### src/design/ctts_pkg.sv
// Shared types and constants for the circular three-tap shift core.
// No dependencies; every module of the core imports this package.
package ctts_pkg;

   localparam int SLOTS_MAX = 64;
   localparam int DATA_W    = 16;
   localparam int SLOT_W    = 6;
   localparam int PROD_W    = 2 * DATA_W;
   localparam int SUM_W     = PROD_W + 2;
   localparam int FRAC_W    = 14;
   localparam int Q_W       = SUM_W - FRAC_W;

   localparam logic signed [SUM_W-1:0]  ROUND_HALF = SUM_W'(8192);
   localparam logic signed [DATA_W-1:0] VAL_MAX    = 16'sh7FFF;
   localparam logic signed [DATA_W-1:0] VAL_MIN    = 16'sh8000;

   typedef struct packed {
      logic signed [DATA_W-1:0] weight;
      logic signed [DATA_W-1:0] shift_back;
      logic signed [DATA_W-1:0] shift_stay;
      logic signed [DATA_W-1:0] shift_fwd;
      logic                     row_end;
   } ctts_req_type;

   typedef struct packed {
      logic signed [DATA_W-1:0] value;
      logic [SLOT_W-1:0]        slot;
      logic                     clipped;
      logic                     final_res;
   } ctts_rsp_type;

   typedef enum logic {
      ST_LOAD,
      ST_EMIT
   } ctts_state_type;

   // One slot handed from the sequencer to the datapath.
   typedef struct packed {
      logic              vld;
      logic              has_next;
      logic              final_slot;
      logic [SLOT_W-1:0] slot;
   } ctts_issue_type;

   // Per-row context latched while the row loads.
   typedef struct packed {
      logic signed [DATA_W-1:0] tap_back;
      logic signed [DATA_W-1:0] tap_stay;
      logic signed [DATA_W-1:0] tap_fwd;
      logic signed [DATA_W-1:0] first_w;
      logic signed [DATA_W-1:0] last_w;
   } ctts_ctx_type;

endpackage

### src/design/ctts_row_mem.sv
// Row storage: one write port, one read port with registered read data.
// Depends on ctts_pkg for the data width.
module ctts_row_mem
   import ctts_pkg::*;
#(
   parameter int ADDR_W = 6
) (
   input  logic                     clock,
   input  logic                     wr_en,
   input  logic [ADDR_W-1:0]        wr_addr,
   input  logic signed [DATA_W-1:0] wr_data,
   input  logic [ADDR_W-1:0]        rd_addr,
   output logic signed [DATA_W-1:0] rd_data
);

   localparam int DEPTH = 1 << ADDR_W;

   logic signed [DATA_W-1:0] store_ff [DEPTH];
   logic signed [DATA_W-1:0] rd_data_ff;

   always_ff @(posedge clock) begin
      if (wr_en) begin
         store_ff[wr_addr] <= wr_data;
      end
      rd_data_ff <= store_ff[rd_addr];
   end

   assign rd_data = rd_data_ff;

endmodule

### src/design/ctts_ctrl.sv
// Load and emit sequencer: writes row words into the memory, latches the taps,
// then walks the slots and issues one memory read per slot. Uses ctts_pkg.
module ctts_ctrl
   import ctts_pkg::*;
#(
   parameter int MAX_SLOTS = SLOTS_MAX,
   parameter int ADDR_W    = 6,
   parameter int CNT_W     = 7
) (
   input  logic                     clock,
   input  logic                     reset,
   input  logic                     start,
   input  ctts_req_type             req_word,
   input  logic                     dp_busy,
   output logic                     busy,
   output logic                     mem_wr_en,
   output logic [ADDR_W-1:0]        mem_wr_addr,
   output logic signed [DATA_W-1:0] mem_wr_data,
   output logic [ADDR_W-1:0]        mem_rd_addr,
   output ctts_issue_type           issue,
   output ctts_ctx_type             ctx
);

   ctts_state_type   state_ff, state_in;
   logic [CNT_W-1:0] fill_ff, fill_in;
   logic [CNT_W-1:0] len_ff, len_in;
   logic [CNT_W-1:0] idx_ff, idx_in;
   ctts_ctx_type     ctx_ff, ctx_in;

   logic             accept;
   logic             row_done;
   logic [CNT_W-1:0] fill_plus;
   logic [CNT_W-1:0] idx_plus;

   always_ff @(posedge clock) begin
      if (reset) begin
         state_ff <= ST_LOAD;
         fill_ff  <= '0;
      end else begin
         state_ff <= state_in;
         fill_ff  <= fill_in;
      end
      len_ff <= len_in;
      idx_ff <= idx_in;
      ctx_ff <= ctx_in;
   end

   always_comb begin
      state_in    = state_ff;
      fill_in     = fill_ff;
      len_in      = len_ff;
      idx_in      = idx_ff;
      ctx_in      = ctx_ff;
      busy        = (state_ff == ST_EMIT) || dp_busy;
      accept      = start && !busy;
      fill_plus   = fill_ff + CNT_W'(1);
      idx_plus    = idx_ff + CNT_W'(1);
      row_done    = req_word.row_end || (fill_plus == CNT_W'(MAX_SLOTS));
      mem_wr_en   = 1'b0;
      mem_wr_addr = fill_ff[ADDR_W-1:0];
      mem_wr_data = req_word.weight;
      // Slot i needs word i+1 as its forward neighbor; the wrap uses first_w.
      mem_rd_addr = idx_plus[ADDR_W-1:0];
      issue       = '0;

      case (state_ff)
         ST_LOAD: begin
            if (accept) begin
               mem_wr_en     = 1'b1;
               ctx_in.last_w = req_word.weight;
               if (fill_ff == '0) begin
                  ctx_in.tap_back = req_word.shift_back;
                  ctx_in.tap_stay = req_word.shift_stay;
                  ctx_in.tap_fwd  = req_word.shift_fwd;
                  ctx_in.first_w  = req_word.weight;
               end
               if (row_done) begin
                  len_in   = fill_plus;
                  fill_in  = '0;
                  idx_in   = '0;
                  state_in = ST_EMIT;
               end else begin
                  fill_in = fill_plus;
               end
            end
         end
         ST_EMIT: begin
            issue.vld        = 1'b1;
            issue.slot       = SLOT_W'(idx_ff);
            issue.has_next   = (idx_plus != len_ff);
            issue.final_slot = (idx_plus == len_ff);
            idx_in           = idx_plus;
            if (idx_plus == len_ff) begin
               state_in = ST_LOAD;
            end
         end
         default: begin
            state_in = ST_LOAD;
         end
      endcase
   end

   assign ctx = ctx_ff;

endmodule

### src/design/ctts_dp.sv
// Datapath: three-word sliding window, three multipliers, then the rounded
// and saturated sum into the result register. Uses ctts_pkg.
module ctts_dp
   import ctts_pkg::*;
(
   input  logic                     clock,
   input  logic                     reset,
   input  ctts_issue_type           issue,
   input  ctts_ctx_type             ctx,
   input  logic signed [DATA_W-1:0] rd_data,
   output logic                     busy,
   output logic                     strobe,
   output ctts_rsp_type             rsp_word
);

   ctts_issue_type           b_issue_ff;
   logic signed [DATA_W-1:0] prev_ff, prev_in;
   logic signed [DATA_W-1:0] cur_ff, cur_in;
   logic signed [DATA_W-1:0] prev_sel, cur_sel, next_sel;
   logic signed [PROD_W-1:0] prod_back_in, prod_stay_in, prod_fwd_in;
   logic signed [PROD_W-1:0] prod_back_ff, prod_stay_ff, prod_fwd_ff;
   logic                     c_vld_ff;
   logic [SLOT_W-1:0]        c_slot_ff;
   logic                     c_final_ff;
   logic signed [SUM_W-1:0]  sum_rnd;
   logic signed [Q_W-1:0]    q_val;
   logic                     clip_hi, clip_lo;
   ctts_rsp_type             rsp_in, rsp_ff;
   logic                     strobe_ff;

   // Slot 0 starts the window from the latched last and first words.
   always_comb begin
      prev_sel     = (b_issue_ff.slot == '0) ? ctx.last_w  : prev_ff;
      cur_sel      = (b_issue_ff.slot == '0) ? ctx.first_w : cur_ff;
      next_sel     = b_issue_ff.has_next ? rd_data : ctx.first_w;
      prev_in      = cur_sel;
      cur_in       = next_sel;
      prod_back_in = ctx.tap_back * prev_sel;
      prod_stay_in = ctx.tap_stay * cur_sel;
      prod_fwd_in  = ctx.tap_fwd  * next_sel;
   end

   always_comb begin
      sum_rnd = SUM_W'(prod_back_ff) + SUM_W'(prod_stay_ff) + SUM_W'(prod_fwd_ff)
              + ROUND_HALF;
      q_val   = sum_rnd[SUM_W-1:FRAC_W];
      clip_hi = !q_val[Q_W-1] && (q_val[Q_W-2:DATA_W-1] != '0);
      clip_lo =  q_val[Q_W-1] && (q_val[Q_W-2:DATA_W-1] != '1);
      rsp_in.slot      = c_slot_ff;
      rsp_in.final_res = c_final_ff;
      rsp_in.clipped   = clip_hi || clip_lo;
      if (clip_hi) begin
         rsp_in.value = VAL_MAX;
      end else if (clip_lo) begin
         rsp_in.value = VAL_MIN;
      end else begin
         rsp_in.value = q_val[DATA_W-1:0];
      end
   end

   always_ff @(posedge clock) begin
      if (reset) begin
         b_issue_ff <= '0;
         c_vld_ff   <= 1'b0;
         strobe_ff  <= 1'b0;
      end else begin
         b_issue_ff <= issue;
         c_vld_ff   <= b_issue_ff.vld;
         strobe_ff  <= c_vld_ff;
      end
      if (b_issue_ff.vld) begin
         prev_ff <= prev_in;
         cur_ff  <= cur_in;
      end
      prod_back_ff <= prod_back_in;
      prod_stay_ff <= prod_stay_in;
      prod_fwd_ff  <= prod_fwd_in;
      c_slot_ff    <= b_issue_ff.slot;
      c_final_ff   <= b_issue_ff.final_slot;
      rsp_ff       <= rsp_in;
   end

   assign busy     = b_issue_ff.vld || c_vld_ff;
   assign strobe   = strobe_ff;
   assign rsp_word = rsp_ff;

endmodule

### src/design/circular_three_tap_shift_core.sv
// Circular three-tap shift core. A row of n words loads at one word per cycle
// while busy is low. After the row-ending word is accepted, busy rises and the
// slots show on the result ports in order, slot 0 first, then one slot per
// cycle, paced by the single read port of the row memory. Busy falls as the
// final slot shows. Synchronous reset returns the core to an empty row.
module circular_three_tap_shift_core
   import ctts_pkg::*;
#(
   parameter int MAX_SLOTS = SLOTS_MAX
) (
   input  logic         clock,
   input  logic         reset,
   input  logic         start,
   output logic         busy,
   input  ctts_req_type req_word,
   output logic         strobe,
   output ctts_rsp_type rsp_word
);

   localparam int ADDR_W = (MAX_SLOTS > 1) ? $clog2(MAX_SLOTS) : 1;
   localparam int CNT_W  = $clog2(MAX_SLOTS + 1);

   logic                     dp_busy;
   logic                     mem_wr_en;
   logic [ADDR_W-1:0]        mem_wr_addr;
   logic signed [DATA_W-1:0] mem_wr_data;
   logic [ADDR_W-1:0]        mem_rd_addr;
   logic signed [DATA_W-1:0] mem_rd_data;
   ctts_issue_type           issue;
   ctts_ctx_type             ctx;

   ctts_ctrl #(
      .MAX_SLOTS (MAX_SLOTS),
      .ADDR_W    (ADDR_W),
      .CNT_W     (CNT_W)
   ) u_ctrl (
      .clock       (clock),
      .reset       (reset),
      .start       (start),
      .req_word    (req_word),
      .dp_busy     (dp_busy),
      .busy        (busy),
      .mem_wr_en   (mem_wr_en),
      .mem_wr_addr (mem_wr_addr),
      .mem_wr_data (mem_wr_data),
      .mem_rd_addr (mem_rd_addr),
      .issue       (issue),
      .ctx         (ctx)
   );

   ctts_row_mem #(
      .ADDR_W (ADDR_W)
   ) u_row_mem (
      .clock   (clock),
      .wr_en   (mem_wr_en),
      .wr_addr (mem_wr_addr),
      .wr_data (mem_wr_data),
      .rd_addr (mem_rd_addr),
      .rd_data (mem_rd_data)
   );

   ctts_dp u_dp (
      .clock    (clock),
      .reset    (reset),
      .issue    (issue),
      .ctx      (ctx),
      .rd_data  (mem_rd_data),
      .busy     (dp_busy),
      .strobe   (strobe),
      .rsp_word (rsp_word)
   );

endmodule

### config.mk
export PLATFORM = sky130hd
export DESIGN_NAME = circular_three_tap_shift_core
export DESIGN_NICKNAME = d
export VERILOG_FILES = /design/src/design/ctts_pkg.sv /design/src/design/ctts_row_mem.sv /design/src/design/ctts_ctrl.sv /design/src/design/ctts_dp.sv /design/src/design/circular_three_tap_shift_core.sv
export SDC_FILE = /design/constraint.sdc
export NUM_CORES = 2
export LEC_CHECK = 0
export BUFFER_PORTS_ARGS = -buffer_cell sky130_fd_sc_hd__buf_2
export CELL_PAD_IN_SITES_DETAIL_PLACEMENT = 0
export CELL_PAD_IN_SITES_GLOBAL_PLACEMENT = 1
export CORE_MARGIN = 2
export CORE_UTILIZATION = 25
export DETAILED_ROUTE_END_ITERATION = 10
export PLACE_DENSITY = 0.45
export SLEW_MARGIN = 20
export SYNTH_ARGS = -nofsm -noshare
export SYNTH_HDL_FRONTEND = slang
export SYNTH_SLANG_ARGS = --single-unit
export TNS_END_PERCENT = 20
### constraint.sdc
create_clock -name clock -period 8.14 [get_ports clock]
set_input_delay 1.628 -clock clock [delete_from_list [all_inputs] [get_ports clock]]
set_output_delay 1.628 -clock clock [all_outputs]
set_load 0.01 [all_outputs]
==> results.toml <==
[cts]
cts_max_level = 4
worstSkewPairLatency_ns = 0.91
cts.sinks = 1312
postCtsHoldBufs = 0
clockRootBuffer = "clkbuf_16"
cts_resized = 0
numCtsBuffers = 161
cts_tree = "yes"
cts.clk_slew.worst_paths_ns = 0.05
post_cts_buffers = 0
clockBufferDepth = 4

[run]
max-cap-violations = 0

[logic_synthesis]
ys_warn_count = 0
async_flop_share_pct = 0
syn_area_per_cell_um2 = 14.45
ys_seq_area_share_pct = 47.81
ys_seq_elements = 1312
synth_cells = 5468
synth_edf_count = 1150
synth_ff_type = "edfxtp_1"
syn-num-nets = 6664
synth_area_mm2 = 0.07901
yosysUniqueCellTypes = 67

[grt]
overflow = 0
grt_pass1_vias = 47750
grt_max_degree = 116
grt_pass1_wl_um = 339000
grt_util_all_layers_pct = 14.42
grt_antenna_before_repair = 18

[floorplan]
die_area_mm2 = 0.3206
coreArea_mm2 = 0.3147
num_rows = 206
num_io_pins = 94
die_y_um = 566.2
initial_utilization_pct = 25.11
die_w_um = 566.2

[place]
dpl-instance-area_mm2 = 0.08516
dp_hpwl_um = 158300
io_buffers = 93
gp_congestion = 0.7685

[route]
vias = 42880
drt_iter0_markers = 3004
drt_pass1_iterations = 7
route.final.wire_length_um = 228700
route.detailed.drc = 0
ant_nets = 0
vias_per_cell = 4.303
avgRoutedWirePerCell_um = 22.95

[critical_path]
required_ns = 8.78
start_kind = "register"
critPathKind = "register to register"
critPathMaxFanout = 32
arrival_ns = 8.31
critPathCaptureType = "register"

[sta]
maxSlewViolCount = 0
worst_pin_slew_ns = 1.092
fin_skew_ns = 0.1481
final.period_utilization_pct = 94.30
max_freq_ghz = 0.1303
setup-violations-final = 0
relSlewSlack_pct = 27.17
holdWs_ns = 0.3271
hold_viol_final = 0
fin_crit_ns = 7.676
rsz0062_at_grt = "false"
finalSetupTns_ns = 0

[layout]
drive_above_1_share_pct = 15.84
fillers = 31830
fin_nets = 6865
syn_to_final_growth_pct = 14.33
fin_util_pct = 28.71
design_area_mm2 = 0.09034

[outcome]
run_status = "finished clean"

[hold_path]
hold_class = "register to register"
## layout by cell type (no fill, tap or decap), types with 47 or more instances in the layout
| cell type | n |
|---|---|
| edfxtp_1 | 1150 |
| inv_1 | 890 |
| fa_1 | 817 |
| nand2_1 | 427 |
| mux4_2 | 336 |
| ha_1 | 310 |
| and2_1 | 265 |
| clkbuf_16 | 163 |
| nor2_1 | 161 |
| dfxtp_1 | 161 |
| buf_4 | 134 |
| nor2b_1 | 117 |
| xnor2_1 | 100 |
| buf_2 | 93 |
| a21oi_1 | 84 |
| o21ai_0 | 47 |
## kinds of logic after synthesis
group,after synthesis,share of synthesized area (%)
AO/OA/AOI/OAI,292,2.515
XOR/XNOR,150,1.672
adder cells (fa/ha/maj),1128,25.62
buffers and inverters,1085,5.208
flip-flops,1312,47.81
multiplexers,387,10.29
AND/OR/NAND/NOR,1114,6.882
## registers in the layout, summed over array words and instances (netlist names)
name,count
u_dp.cur_ff,16
u_dp.c_final_ff,1
u_dp.prod_fwd_ff,32
u_dp.prod_back_ff,32
u_dp.rsp_word,24
u_ctrl.fill_ff,7
u_dp.b_issue_ff,9
u_dp.c_slot_ff,6
u_dp.strobe,1
u_dp.prod_stay_ff,32
u_ctrl.state_ff,1
u_dp.c_vld_ff,1
u_row_mem.rd_data,16
u_ctrl.idx_ff,7
u_ctrl.ctx,80
u_row_mem.store_ff,1024
u_ctrl.len_ff,7
u_dp.prev_ff,16
## layer usage
metal / track usage, % / wire length, um / up-vias
met5: 0 / 0 / -
met3: 2.055 / 9049 / 208
met4: 3.242 / 4695 / 0
met1: 19.24 / 101700 / 23020
li1: - / - / 18990
met2: 24.71 / 113300 / 658
## cell usage after synthesis, types with 3 or more instances
library cell | instances | area (um2)
o21a_1 | 11 | 82.58
and3_1 | 13 | 81.33
nand4_1 | 8 | 50.05
inv_1 | 890 | 3341
a21oi_1 | 84 | 420.4
nor3_1 | 17 | 85.08
o2111ai_1 | 3 | 26.28
xor2_1 | 48 | 420.4
o21bai_1 | 17 | 127.6
o21ai_2 | 11 | 96.34
buf_1 | 12 | 45.04
fa_1 | 817 | 16360
mux2i_1 | 10 | 100.1
or2_2 | 32 | 200.2
edfxtp_1 | 1150 | 34530
mux4_2 | 336 | 7567
nand3_1 | 37 | 185.2
nor2b_1 | 117 | 732.0
a21oi_2 | 3 | 26.28
nor2_1 | 164 | 615.6
or3_1 | 6 | 37.54
a211o_1 | 7 | 61.31
a31oi_1 | 7 | 43.79
o211ai_1 | 10 | 75.07
ha_1 | 311 | 3891
a221o_1 | 4 | 40.04
nand2_1 | 428 | 1607
o31ai_1 | 5 | 37.54
a21o_1 | 41 | 307.8
o21ai_0 | 47 | 235.2
a41oi_1 | 3 | 26.28
buf_2 | 22 | 110.1
a22oi_1 | 3 | 22.52
o21ai_1 | 4 | 20.02
clkbuf_1 | 158 | 593.1
a211oi_1 | 11 | 82.58
dfxtp_1 | 162 | 3243
nand2b_1 | 17 | 106.4
and2_1 | 265 | 1658
o41ai_1 | 4 | 35.03
xnor2_1 | 101 | 884.6
mux2_2 | 41 | 461.7
## final timing paths
check,endpoint,start,slack (ns),depth (start not counted)
min,u_dp.rsp_word[6],u_dp.c_slot_ff[4],0.33,0
max reg2reg,u_dp.prod_back_ff[31],u_dp.b_issue_ff[3],0.46,24
min reg2reg,u_dp.rsp_word[6],u_dp.c_slot_ff[4],0.33,0
max,u_dp.prod_back_ff[31],u_dp.b_issue_ff[3],0.46,24
## through the flow
stage          instances  setup slack [ns]
6_report            9965            0.4643
5_1_grt             9956           0.04758
4_1_cts             9955            0.4669
3_5_place_dp        9666            0.5742
3_3_place_gp        9666            0.6392
2_1_floorplan       5468             1.225
## critical path, cell delays in order (launching register included)
cell,delay (ns)
dfxtp_1,0.31
nor4_1,0.33
nand2_2,0.11
buf_12,0.17
mux2_2,0.56
nand2_1,0.20
inv_1,0.11
fa_1,0.78
fa_1,0.51
fa_1,0.50
fa_1,0.51
fa_1,0.49
inv_1,0.05
fa_1,0.47
inv_1,0.04
ha_1,0.34
nand4_1,0.11
nor2_1,0.30
and4_1,0.26
a221o_1,0.24
nand2_1,0.12
o21ai_0,0.46
a211o_1,0.20
a21oi_1,0.07
xnor2_1,0.14
## final cells by class
type                       count  area, um2  share of cell area (%)
antenna                       10      25.02                 0.02770
sequential                  1312      37780                   41.82
multi-input combinational   3071      37260                   41.24
clock inverter                77      775.7                  0.8587
clock buffer                 212       4380                   4.849
tap                         4160       5205                   5.762
inverter                     891       3344                   3.702
timing repair buffer         232       1572                   1.740
Power is left out: the tool's default activity adds up to more than one toggle a clock period on the data nets, which glitch-free logic cannot reach.
